**src/rtl/kdec_pkg.sv**
```systemverilog
package kdec_pkg;

  // Event codes carried in tuser.
  typedef enum logic [3:0] {
    REQ_DIGIT     = 4'd0,
    REQ_MINUS     = 4'd1,
    REQ_LEFT      = 4'd2,
    REQ_RIGHT     = 4'd3,
    REQ_UP        = 4'd4,
    REQ_DOWN      = 4'd5,
    REQ_OTHER     = 4'd6,
    REQ_FOCUS_IN  = 4'd7,
    REQ_FOCUS_OUT = 4'd8,
    REQ_CLICK     = 4'd9,
    REQ_LOAD      = 4'd10
  } req_e;

  // Field selector codes. Code three is meaningless and selects nothing.
  localparam logic [1:0] FIELD_DAY   = 2'd0;
  localparam logic [1:0] FIELD_MONTH = 2'd1;
  localparam logic [1:0] FIELD_YEAR  = 2'd2;

  localparam logic signed [14:0] REFORM_YEAR    = 15'sd1582;
  localparam logic [3:0]         REFORM_MONTH   = 4'd10;
  localparam logic [14:0]        YEAR_MOST_NEG  = 15'h4000;
  localparam logic signed [14:0] YEAR_MOST_POS  = 15'sd16383;
  localparam logic signed [15:0] YEAR_STEP_MAX  = 16'sd9999;
  localparam logic signed [15:0] YEAR_STEP_MIN  = -16'sd9999;
  localparam logic [17:0]        YEAR_ENTRY_MAX = 18'd9999;
  localparam logic [17:0]        YEAR_ENTRY_FULL = 18'd1000;

  localparam logic signed [14:0] RESET_YEAR  = 15'sd1970;
  localparam logic [3:0]         RESET_MONTH = 4'd10;
  localparam logic [4:0]         RESET_DAY   = 5'd25;

  typedef struct packed {
    logic signed [14:0] year;
    logic [3:0]         month;
    logic [4:0]         day;
    logic [1:0]         field;
    logic               focus;
    logic               first;
  } state_t;

  typedef struct packed {
    logic [3:0]         kind;
    logic [3:0]         digit;
    logic [1:0]         fidx;
    logic signed [14:0] year;
    logic [3:0]         month;
    logic [4:0]         day;
  } req_t;

  typedef struct packed {
    logic changed;
    logic gained;
    logic lost;
  } flags_t;

  // Divisibility by 25 of a 14-bit value: fold with 128 mod 25 = 3 twice,
  // then the residue is at most 136 and a few compares finish it.
  function automatic logic div25(input logic [13:0] u);
    logic [8:0] r1;
    logic [7:0] r2;
    r1 = 9'(u[13:7]) * 9'd3 + 9'(u[6:0]);
    r2 = 8'(r1[8:7]) * 8'd3 + 8'(r1[6:0]);
    return (r2 == 8'd0) || (r2 == 8'd25) || (r2 == 8'd50) || (r2 == 8'd75) ||
           (r2 == 8'd100) || (r2 == 8'd125);
  endfunction

  // Gregorian rule above the reform year, Julian rule elsewhere.
  function automatic logic is_leap(input logic signed [14:0] y);
    logic by4;
    logic by25;
    by4  = (y[1:0] == 2'b00);
    by25 = div25(y[13:0]);
    if (y > REFORM_YEAR) begin
      return by4 && (!by25 || (y[3:0] == 4'd0));
    end
    return by4;
  endfunction

  function automatic logic [4:0] month_days(input logic [3:0] m,
                                            input logic signed [14:0] y);
    logic [4:0] n;
    case (m)
      4'd2:                             n = is_leap(y) ? 5'd29 : 5'd28;
      4'd4, 4'd6, 4'd9, 4'd11:          n = 5'd30;
      default:                          n = 5'd31;
    endcase
    return n;
  endfunction

  // Limit the day to the month length, then push days inside the
  // October reform gap to its nearest edge.
  function automatic logic [4:0] clamp_day(input logic signed [14:0] y,
                                           input logic [3:0] m,
                                           input logic [4:0] d);
    logic [4:0] dim;
    logic [4:0] c;
    dim = month_days(m, y);
    c   = (d > dim) ? dim : d;
    if ((y == REFORM_YEAR) && (m == REFORM_MONTH) && (c > 5'd4) && (c < 5'd15)) begin
      c = (c < 5'd10) ? 5'd4 : 5'd15;
    end
    return c;
  endfunction

endpackage

```
**src/rtl/keypad_date_entry_controller.sv**
```systemverilog
// Channel  | Dir | tdata fields (lowest bit first)                     | tuser
// ---------+-----+-----------------------------------------------------+-----------
// s_axis   | in  | key_digit, field_index, load_year, load_month,      | req_type
//          |     | load_day                                            |
// m_axis   | out | cur_year, cur_month, cur_day, cur_field, has_focus, | none
//          |     | date_changed, focus_gained, focus_lost              |
//
// Throughput is one event per clock while the result side does not stall. An
// event is held in the input register and is applied to the date state and the
// result register once the result register is empty or being drained.
// Reset puts the date at 1970-10-25 with the year field selected and no focus.
// A stalled result holds the result register; the input register still takes
// one more event, after which s_axis_tready_o drops until the result moves.
module keypad_date_entry_controller (
  input  logic        clk_i,
  input  logic        rst_ni,
  input  logic        s_axis_tvalid_i,
  output logic        s_axis_tready_o,
  // [3:0] key_digit, [5:4] field_index, [20:6] load_year,
  // [24:21] load_month, [29:25] load_day, [31:30] zero
  input  logic [31:0] s_axis_tdata_i,
  // [3:0] req_type
  input  logic [3:0]  s_axis_tuser_i,
  output logic        m_axis_tvalid_o,
  input  logic        m_axis_tready_i,
  // [14:0] cur_year, [18:15] cur_month, [23:19] cur_day, [25:24] cur_field,
  // [26] has_focus, [27] date_changed, [28] focus_gained, [29] focus_lost,
  // [31:30] zero
  output logic [31:0] m_axis_tdata_o
);

  // Input register: one event waiting to be applied.
  logic             in_valid_q, in_valid_d;
  kdec_pkg::req_t   in_req_q;

  // Date and editor state.
  kdec_pkg::state_t state_q, state_d;

  // Result register.
  logic             out_valid_q, out_valid_d;
  kdec_pkg::state_t out_state_q;
  kdec_pkg::flags_t out_flags_q;
  kdec_pkg::flags_t flags_d;

  logic s_xfer;
  logic advance;

  // An event is applied when the result register is empty or being drained.
  assign advance         = in_valid_q && (!out_valid_q || m_axis_tready_i);
  assign s_axis_tready_o = !in_valid_q || advance;
  assign s_xfer          = s_axis_tvalid_i && s_axis_tready_o;

  kdec_step u_step (
    .state_i (state_q),
    .req_i   (in_req_q),
    .state_o (state_d),
    .flags_o (flags_d)
  );

  always_comb begin
    in_valid_d = in_valid_q;
    if (s_xfer) begin
      in_valid_d = 1'b1;
    end else if (advance) begin
      in_valid_d = 1'b0;
    end
  end

  always_comb begin
    out_valid_d = out_valid_q;
    if (advance) begin
      out_valid_d = 1'b1;
    end else if (m_axis_tready_i) begin
      out_valid_d = 1'b0;
    end
  end

  always_ff @(posedge clk_i or negedge rst_ni) begin
    if (!rst_ni) begin
      in_valid_q    <= 1'b0;
      out_valid_q   <= 1'b0;
      state_q.year  <= kdec_pkg::RESET_YEAR;
      state_q.month <= kdec_pkg::RESET_MONTH;
      state_q.day   <= kdec_pkg::RESET_DAY;
      state_q.field <= kdec_pkg::FIELD_YEAR;
      state_q.focus <= 1'b0;
      state_q.first <= 1'b1;
    end else begin
      in_valid_q  <= in_valid_d;
      out_valid_q <= out_valid_d;
      if (advance) begin
        state_q <= state_d;
      end
    end
  end

  // Payload registers carry no reset.
  always_ff @(posedge clk_i) begin
    if (s_xfer) begin
      in_req_q.kind  <= s_axis_tuser_i;
      in_req_q.digit <= s_axis_tdata_i[3:0];
      in_req_q.fidx  <= s_axis_tdata_i[5:4];
      in_req_q.year  <= $signed(s_axis_tdata_i[20:6]);
      in_req_q.month <= s_axis_tdata_i[24:21];
      in_req_q.day   <= s_axis_tdata_i[29:25];
    end
    if (advance) begin
      out_state_q <= state_d;
      out_flags_q <= flags_d;
    end
  end

  assign m_axis_tvalid_o = out_valid_q;
  assign m_axis_tdata_o  = {2'b00,
                            out_flags_q.lost,
                            out_flags_q.gained,
                            out_flags_q.changed,
                            out_state_q.focus,
                            out_state_q.field,
                            out_state_q.day,
                            out_state_q.month,
                            out_state_q.year};

endmodule

```
**src/rtl/kdec_step.sv**
```systemverilog
module kdec_step (
  input  kdec_pkg::state_t state_i,
  input  kdec_pkg::req_t   req_i,
  output kdec_pkg::state_t state_o,
  output kdec_pkg::flags_t flags_o
);

  kdec_pkg::state_t   nxt;
  kdec_pkg::flags_t   flg;
  logic [4:0]         dim;
  logic               oct_gap;
  logic [8:0]         day_mul;
  logic [7:0]         mon_mul;
  logic [17:0]        yr_mul;
  logic signed [15:0] yr_up;
  logic signed [15:0] yr_dn;
  logic [4:0]         mon_up;
  logic [5:0]         day_up;
  logic [4:0]         day_v;
  logic               step_up;

  assign dim     = kdec_pkg::month_days(state_i.month, state_i.year);
  assign oct_gap = (state_i.year == kdec_pkg::REFORM_YEAR) &&
                   (state_i.month == kdec_pkg::REFORM_MONTH);
  assign day_mul = 9'(state_i.day) * 9'd10 + 9'(req_i.digit);
  assign mon_mul = 8'(state_i.month) * 8'd10 + 8'(req_i.digit);
  assign yr_mul  = 18'(state_i.year[13:0]) * 18'd10 + 18'(req_i.digit);
  assign yr_up   = {state_i.year[14], state_i.year} + 16'sd1;
  assign yr_dn   = {state_i.year[14], state_i.year} - 16'sd1;
  assign mon_up  = 5'(state_i.month) + 5'd1;
  assign day_up  = 6'(state_i.day) + 6'd1;
  assign step_up = (req_i.kind == kdec_pkg::REQ_UP);

  always_comb begin
    nxt   = state_i;
    flg   = '0;
    day_v = state_i.day;
    case (kdec_pkg::req_e'(req_i.kind))
      kdec_pkg::REQ_DIGIT: begin
        if (state_i.focus) begin
          flg.changed = 1'b1;
          if (state_i.first) begin
            if (req_i.digit != 4'd0) begin
              case (state_i.field)
                kdec_pkg::FIELD_DAY:   nxt.day   = 5'(req_i.digit);
                kdec_pkg::FIELD_MONTH: nxt.month = req_i.digit;
                kdec_pkg::FIELD_YEAR:  nxt.year  = 15'(req_i.digit);
                default: ;
              endcase
            end
            nxt.first = 1'b0;
          end else begin
            case (state_i.field)
              kdec_pkg::FIELD_DAY: begin
                if (day_mul >= 9'd10) nxt.first = 1'b1;
                nxt.day = (day_mul > 9'(dim)) ? 5'd1 : day_mul[4:0];
              end
              kdec_pkg::FIELD_MONTH: begin
                if (mon_mul > 8'd1) nxt.first = 1'b1;
                nxt.month = (mon_mul > 8'd12) ? 4'd1 : mon_mul[3:0];
              end
              kdec_pkg::FIELD_YEAR: begin
                if (state_i.year[14]) begin
                  nxt.first = 1'b1;
                end else begin
                  if (yr_mul >= kdec_pkg::YEAR_ENTRY_FULL) nxt.first = 1'b1;
                  if (yr_mul <= kdec_pkg::YEAR_ENTRY_MAX) nxt.year = $signed(yr_mul[14:0]);
                end
              end
              default: ;
            endcase
          end
          nxt.day = kdec_pkg::clamp_day(nxt.year, nxt.month, nxt.day);
        end
      end
      kdec_pkg::REQ_MINUS: begin
        if (state_i.focus && (state_i.field == kdec_pkg::FIELD_YEAR)) begin
          nxt.year = (state_i.year == kdec_pkg::YEAR_MOST_NEG) ?
                     kdec_pkg::YEAR_MOST_POS : -state_i.year;
          nxt.day  = kdec_pkg::clamp_day(nxt.year, nxt.month, nxt.day);
          flg.changed = 1'b1;
        end
      end
      kdec_pkg::REQ_LEFT: begin
        if (state_i.focus) begin
          nxt.first = 1'b1;
          nxt.field = (state_i.field == kdec_pkg::FIELD_DAY) ?
                      kdec_pkg::FIELD_YEAR : state_i.field - 2'd1;
        end
      end
      kdec_pkg::REQ_RIGHT: begin
        if (state_i.focus) begin
          nxt.first = 1'b1;
          nxt.field = (state_i.field >= kdec_pkg::FIELD_YEAR) ?
                      kdec_pkg::FIELD_DAY : state_i.field + 2'd1;
        end
      end
      kdec_pkg::REQ_UP, kdec_pkg::REQ_DOWN: begin
        if (state_i.focus) begin
          nxt.first   = 1'b1;
          flg.changed = 1'b1;
          case (state_i.field)
            kdec_pkg::FIELD_YEAR: begin
              if (step_up) begin
                nxt.year = (yr_up > kdec_pkg::YEAR_STEP_MAX) ?
                           kdec_pkg::YEAR_STEP_MAX[14:0] : yr_up[14:0];
              end else begin
                nxt.year = (yr_dn < kdec_pkg::YEAR_STEP_MIN) ?
                           kdec_pkg::YEAR_STEP_MIN[14:0] : yr_dn[14:0];
              end
              nxt.day = kdec_pkg::clamp_day(nxt.year, nxt.month, nxt.day);
            end
            kdec_pkg::FIELD_MONTH: begin
              if (step_up) begin
                nxt.month = (mon_up > 5'd12) ? 4'd1 : mon_up[3:0];
              end else begin
                nxt.month = (state_i.month < 4'd2) ? 4'd12 : state_i.month - 4'd1;
              end
              nxt.day = kdec_pkg::clamp_day(nxt.year, nxt.month, nxt.day);
            end
            kdec_pkg::FIELD_DAY: begin
              if (step_up) begin
                day_v = (day_up > 6'(dim)) ? 5'd1 : day_up[4:0];
                if (oct_gap && (day_v == 5'd5)) day_v = 5'd15;
              end else begin
                day_v = (state_i.day < 5'd2) ? dim : state_i.day - 5'd1;
                if (oct_gap && (day_v == 5'd14)) day_v = 5'd4;
              end
              nxt.day = day_v;
            end
            default: ;
          endcase
        end
      end
      kdec_pkg::REQ_OTHER: begin
        if (state_i.focus) nxt.first = 1'b1;
      end
      kdec_pkg::REQ_FOCUS_IN: begin
        nxt.focus  = 1'b1;
        nxt.first  = 1'b1;
        flg.gained = !state_i.focus;
      end
      kdec_pkg::REQ_FOCUS_OUT: begin
        nxt.focus = 1'b0;
        flg.lost  = state_i.focus;
      end
      kdec_pkg::REQ_CLICK: begin
        if (req_i.fidx <= kdec_pkg::FIELD_YEAR) nxt.field = req_i.fidx;
        if (!state_i.focus) begin
          nxt.focus  = 1'b1;
          nxt.first  = 1'b1;
          flg.gained = 1'b1;
        end
      end
      kdec_pkg::REQ_LOAD: begin
        nxt.year  = req_i.year;
        nxt.month = req_i.month;
        nxt.day   = req_i.day;
      end
      default: ;
    endcase
  end

  assign state_o = nxt;
  assign flags_o = flg;

endmodule

```
**config.mk**
```make
export PLATFORM = sky130hd
export DESIGN_NAME = keypad_date_entry_controller
export DESIGN_NICKNAME = d
export VERILOG_FILES = /design/src/rtl/kdec_pkg.sv /design/src/rtl/keypad_date_entry_controller.sv /design/src/rtl/kdec_step.sv
export SDC_FILE = /design/constraint.sdc
export NUM_CORES = 1
export LEC_CHECK = 0
export BUFFER_PORTS_ARGS = -buffer_cell sky130_fd_sc_hd__buf_2
export CORE_MARGIN = 4
export CORE_UTILIZATION = 57
export DETAILED_ROUTE_END_ITERATION = 12
export GPL_TIMING_DRIVEN = 0
export PLACE_DENSITY = 0.79
export SLEW_MARGIN = 20
export SYNTH_ARGS = -nofsm -noshare
export SYNTH_HDL_FRONTEND = slang
export SYNTH_HIERARCHICAL = 1
export SYNTH_SLANG_ARGS = --single-unit
```
**constraint.sdc**
```tcl
create_clock -name clk_i -period 11.3 [get_ports clk_i]
set_input_delay 2.26 -clock clk_i [delete_from_list [all_inputs] [get_ports clk_i]]
set_output_delay 2.26 -clock clk_i [all_outputs]
set_load 0.005 [all_outputs]
```
Yosys cells after proc, flatten, opt, wreduce, memory -nomap -nowiden
Cells that the tools add are included.
{ "totals": {"out_inout_bits": 34, "regBits": 94, "inputBits": 40, "wordCells": 370} }
{ "classes": {"add_sub_neg": 20, "n_lt_le_gt_ge": 34, "n_reduce_logical": 80, "multipliers": 11, "n_eq_ne": 60, "mux": 143} }
{ "op_table": {"columns": ["cell", "count"], "rows": [
  ["$mux W15", 13],
  ["$mux W24", 6],
  ["$mux W5", 27],
  ["$eq A8 B7 Y1 const B", 12],
  ["$mux W1", 63],
  ["$eq A15 B12 Y1 const B", 4],
  ["$gt A15 B12 Y1 const B", 4],
  ["$pmux W15 S4", 1],
  ["$mux W4", 14],
  ["$pmux W5 S2", 5],
  ["$eq A4 B4 Y1 const B", 12],
  ["$eq A4 B3 Y1 const B", 10],
  ["$lt A5 B4 Y1 const B", 8],
  ["$add A9 B7 Y9", 4],
  ["$mul A7 B2 Y9 const B", 4],
  ["$add A4 B7 Y8", 4],
  ["$eq A8 B5 Y1 const B", 4],
  ["$eq A8 B6 Y1 const B", 4],
  ["$logic_not A8 Y1", 4],
  ["$logic_or A1 B1 Y1", 26],
  ["$logic_and A1 B1 Y1", 22],
  ["$eq A4 B2 Y1 const B", 5],
  ["$gt A5 B3 Y1 const B", 4],
  ["$gt A5 B5 Y1", 4],
  ["56 further kinds", 84]
]} }

Longest topological paths before layout
{ "depth": {"ltp_word": 54, "mapped_depth": 51, "mapped_depth_nobuf": 49} }

Modules after synthesis
The synthesis kept the hierarchy.
{ "modules_own_cells": {"columns": ["mod", "cells_per_inst", "seq_area_each_um2", "area_per_inst_um2", "n_inst"], "rows": [
  ["kdec_step", 1527, 0.0, 10605.2, 1],
  ["keypad_date_entry_controller", 135, 2690.1, 3138.0, 1]
]} }

Least setup slack after synthesis
Ideal clock, no wire load.
{ "synth_timing": {"path_kind": "register to register", "from": "register state_q[14] (netlist name)", "to": "register state_q[5] (netlist name)", "t_arrival_ns": 10.093, "path_stages_with_launch": 47, "setup_time_ns": 0.125, "n_path_buf": 2, "synth_period_minus_slack_ns": 10.218, "path_slack_ns": 1.082, "required_time_ns": 11.175, "path_cell_list": "dfstp_2 -> ha_1 -> ha_1 -> inv_1 -> fa_1 -> nor4b_1 -> and3_1 -> nand4_4 -> or3b_1 -> buf_4 -> nor4_4 -> o211ai_2 -> nor3_2 -> buf_6 -> mux2i_1 -> inv_1 -> ha_1 -> ha_1 -> [11 not listed] -> ha_1 -> fa_1 -> a21oi_1 -> nand2b_1 -> xnor2_1 -> nand2_1 -> o32ai_1 -> o211a_1 -> o21ai_0 -> nor3_1 -> nor2_1 -> ha_1 -> a2111oi_0 -> a21oi_1 -> or3_1 -> nand3_1 -> o31ai_1 -> mux2_2"} }
{ "synth_lines": {"columns": ["item", "line", "rtl"], "rows": [
  ["start, declared", "keypad_date_entry_controller.sv:37", "kdec_pkg::state_t state_q, state_d;"],
  ["start signal, assigned", "keypad_date_entry_controller.sv:92", "state_q <= state_d;"]
]} }

==> results.tsv <==
stage	metric	value	unit
sta	period utilisation layout	95.51	%
worst_setup_path	Register-to-Register Path Depth	43	
finish	# diodes	0	
placement	Placed Cells	2052	
detailed_routing	DR WL/cell	21.92	microns
worst_setup_path	Worst Path Max Fanout	13	
status	status	finished, final reports clean	
worst_setup_path	slowest stage delay, CP	0.69	ns
global_routing	pin count of the biggest net entering global routing	31	
sta	slew margin rel.	31.20	%
detailed_routing	total vias in the final route	13820	
placement	dpl ws	-0.7039	ns
synth	Syn Area/Cell	8.269	sq um
synth	YS warnings	6	
synth	synthesized cell area	13740	sq um
finish	nets@finish	1994	
sta	final setup violating endpoints	0	
clock_network	root buf cell	clkbuf_16	
detailed_routing	Antenna Violating Nets Remaining	0	
sta	Hold Vio Cnt, Final	0	
synth	Mapped Cells	1662	
placement	final HPWL from detailed placement	35.01	mm
detailed_routing	DR pass1 iterations	8	
detailed_routing	final WL	45.53	mm
floorplanning	Die ar.	26660	sq um
placement	# port buffers	69	
worst_setup_path	Worst setup EP type	flop	
synth	most instantiated cells after synthesis	ha_1 (163), nor2_1 (145), nand2_1 (144)	
min_path	hold path cells	1	
detailed_routing	vias per cell	6.654	
clock_network	CTS Sinks	94	
global_routing	GR Overflow Total	0	
sta	Fin Setup TNS	0	ns
global_routing	first-pass GRT wire length	70.74	mm
synth	top_reg_cell synth	edfxtp_1	
synth	fraction of registers with async set/reset	31.91	%
sta	fmax	92.65	MHz
global_routing	initial antenna violation count	0	
worst_setup_path	CP max-delay cell	or4b_2	
synth	Synth area leader	ha_1	
worst_setup_path	Setup CP Type	flop to flop	
finish	Post-Layout Cell Count	2077	
sta	Final Max Tran Viols	0	
clock_network	total clock buffers created by CTS	9	
clock_network	CTS tree	yes	
clock_network	H-Tree Depth	3	
worst_setup_path	FF-to-FF Start	state_q[13]$_DFFE_PN0P_	
placement	dpl cell area	14530	sq um
synth	FF+latch count, synth	94	
min_path	Hold Path Sink	m_axis_tvalid_o$_DFFE_PN0P_	
worst_setup_path	flop2flop setup slack	0.51	ns
finish	Area growth syn-to-layout	9.914	%
global_routing	All-Layer GR Usage	33.30	%
synth	sequential share of the synthesized area	19.57	%
min_path	Hold Startpoint	in_valid_q$_DFFE_PN0P_	
detailed_routing	1st-iter DRT viols	1955	
floorplanning	Rows	56	
finish	layout cell share with drive strength beyond 1	13.77	%
worst_setup_path	Worst EP arrival	11.09	ns
worst_setup_path	CP Launch Type	flop	
global_routing	vias in the first global route	13130	
floorplanning	Core ar.	23610	sq um
clock_network	hold bufs inserted after CTS	0	
worst_setup_path	r2r endpoint	state_q[4]$_DFFE_PN1P_	
floorplanning	chip width	163.3	microns
synth	Synth top area share	14.84	%
worst_setup_path	CP required	11.59	ns
floorplanning	IO Pins	74	
clock_network	Reg clk slew, reported paths	0.07	ns
job	max cap viols	0	
finish	fin area	15110	sq um
clock_network	maximum clock insertion buffer count	2	
placement	gpl congestion	1.007	
synth	post-synth cell types	110	
sta	Slew @ Worst Pin	1.023	ns
floorplanning	Initial Utilization	58.20	%
synth	EDFF count, synth	64	
floorplanning	Die Y	163.3	microns
min_path	hold crit path type	flop to flop	
synth	cell with the most instances after synthesis	ha_1	
sta	crit path time final	10.79	ns
sta	skew final	0.01439	ns
clock_network	worst skew pair latency	0.37	ns
synth	largest cells by area after synthesis	ha_1 (15%), edfxtp_1 (14%), fa_1 (5.5%)	
sta	setup ws final	0.5070	ns
detailed_routing	# DRC	0	
cell type report:
cell class	instances	area (sq um)
Fill cell	2072	8507
Inverter	121	456.7
Clock buffer	9	225.2
Tap cell	319	399.1
Sequential cell	94	2696
Timing Repair Buffer	80	440.4
Multi-Input combinational cell	1361	10440
Clock inverter	7	75.07
Buffer	86	375.4
per-layer routing:
metal | part of all wire [%] | vias up | global-route usage [%]
met5 | 0 | - | 0
met4 | 4.2 | 0 | 13.00
met3 | 11 | 164 | 6.334
met2 | 44 | 839 | 51.32
met1 | 41 | 6521 | 46.37
li1 | - | 6296 | -
sequential cells by signal, indices dropped and copies added, names as in the netlist:
register,flops
in_req_q,34
m_axis_tvalid_o,1
m_axis_tdata_o,30
state_q,28
in_valid_q,1
cell families after synthesis:
logic type,count (synthesis),share of synthesized area (%)
muxes,44,3.778
AOI/OAI and AO/OA,491,24.68
and+or+nand+nor,538,19.81
xor gates and xnor gates,85,5.717
buffers and inverters,208,6.036
DFF,94,19.57
other,1,0.02729
adders and majority gates,201,20.38
worst max path at each step:
stage	start	end	cells after the start
after CTS	state_q[23]$_DFFE_PN1P_	state_q[4]$_DFFE_PN1P_	40
after global placement	state_q[13]$_DFFE_PN0P_	state_q[5]$_DFFE_PN0P_	43
after detailed placement	state_q[13]$_DFFE_PN0P_	state_q[5]$_DFFE_PN0P_	43
after global routing	state_q[14]$_DFFE_PN1P_	state_q[5]$_DFFE_PN0P_	47
final	state_q[13]$_DFFE_PN0P_	state_q[4]$_DFFE_PN1P_	43
after floorplan	state_q[14]$_DFFE_PN1P_	state_q[5]$_DFFE_PN0P_	46
repair_timing:
action                     CTS  global route
gates resized for setup     10            42
buffers inserted             0            10
setup endpoints to repair    4             4
pin swaps                    0             9
cell usage in the layout, fill, tap and decap left out, drive strengths merged, types with 14 or more instances in the layout:
cell type / synthesis / final
ha: 163 / 163
nor2: 146 / 146
nand2: 145 / 145
a21oi: 126 / 126
inv: 120 / 123
buf: 15 / 96
o21ai: 86 / 86
clkbuf: 72 / 79
edfxtp: 64 / 64
xnor2: 57 / 57
nor3: 44 / 44
fa: 38 / 38
nand3: 33 / 33
mux2: 33 / 33
a31oi: 30 / 30
a21o: 28 / 28
xor2: 25 / 25
nor4: 23 / 23
nand4: 18 / 18
o211ai: 18 / 18
and2: 17 / 17
nand2b: 16 / 16
dfrtp: 16 / 16
a211oi: 16 / 16
and3: 15 / 15
o21a: 14 / 14
dfstp: 14 / 14
metrics by stage:
stage | hold slack [ns] | utilization (%)
floorplan | 0.4549 | -
global placement | 0.4738 | 61.37
detailed placement | 0.4885 | 61.51
CTS | 0.4972 | 62.91
global route | 0.5352 | 63.97
finish | 0.4945 | 63.97
worst max-delay path: cells and delay by family (launching register included):
kind | cells | cell delay [ns]
AOI/OAI and AO/OA | 18 | 3.76
xor gates and xnor gates | 2 | 0.39
adders and majority gates | 7 | 2.40
buffers and inverters | 5 | 0.71
DFF | 1 | 0.53
muxes | 2 | 0.56
and+or+nand+nor | 9 | 2.36
Power is left out: the tool's default activity adds up to more than one toggle a clock period on the data nets, which glitch-free logic cannot reach.
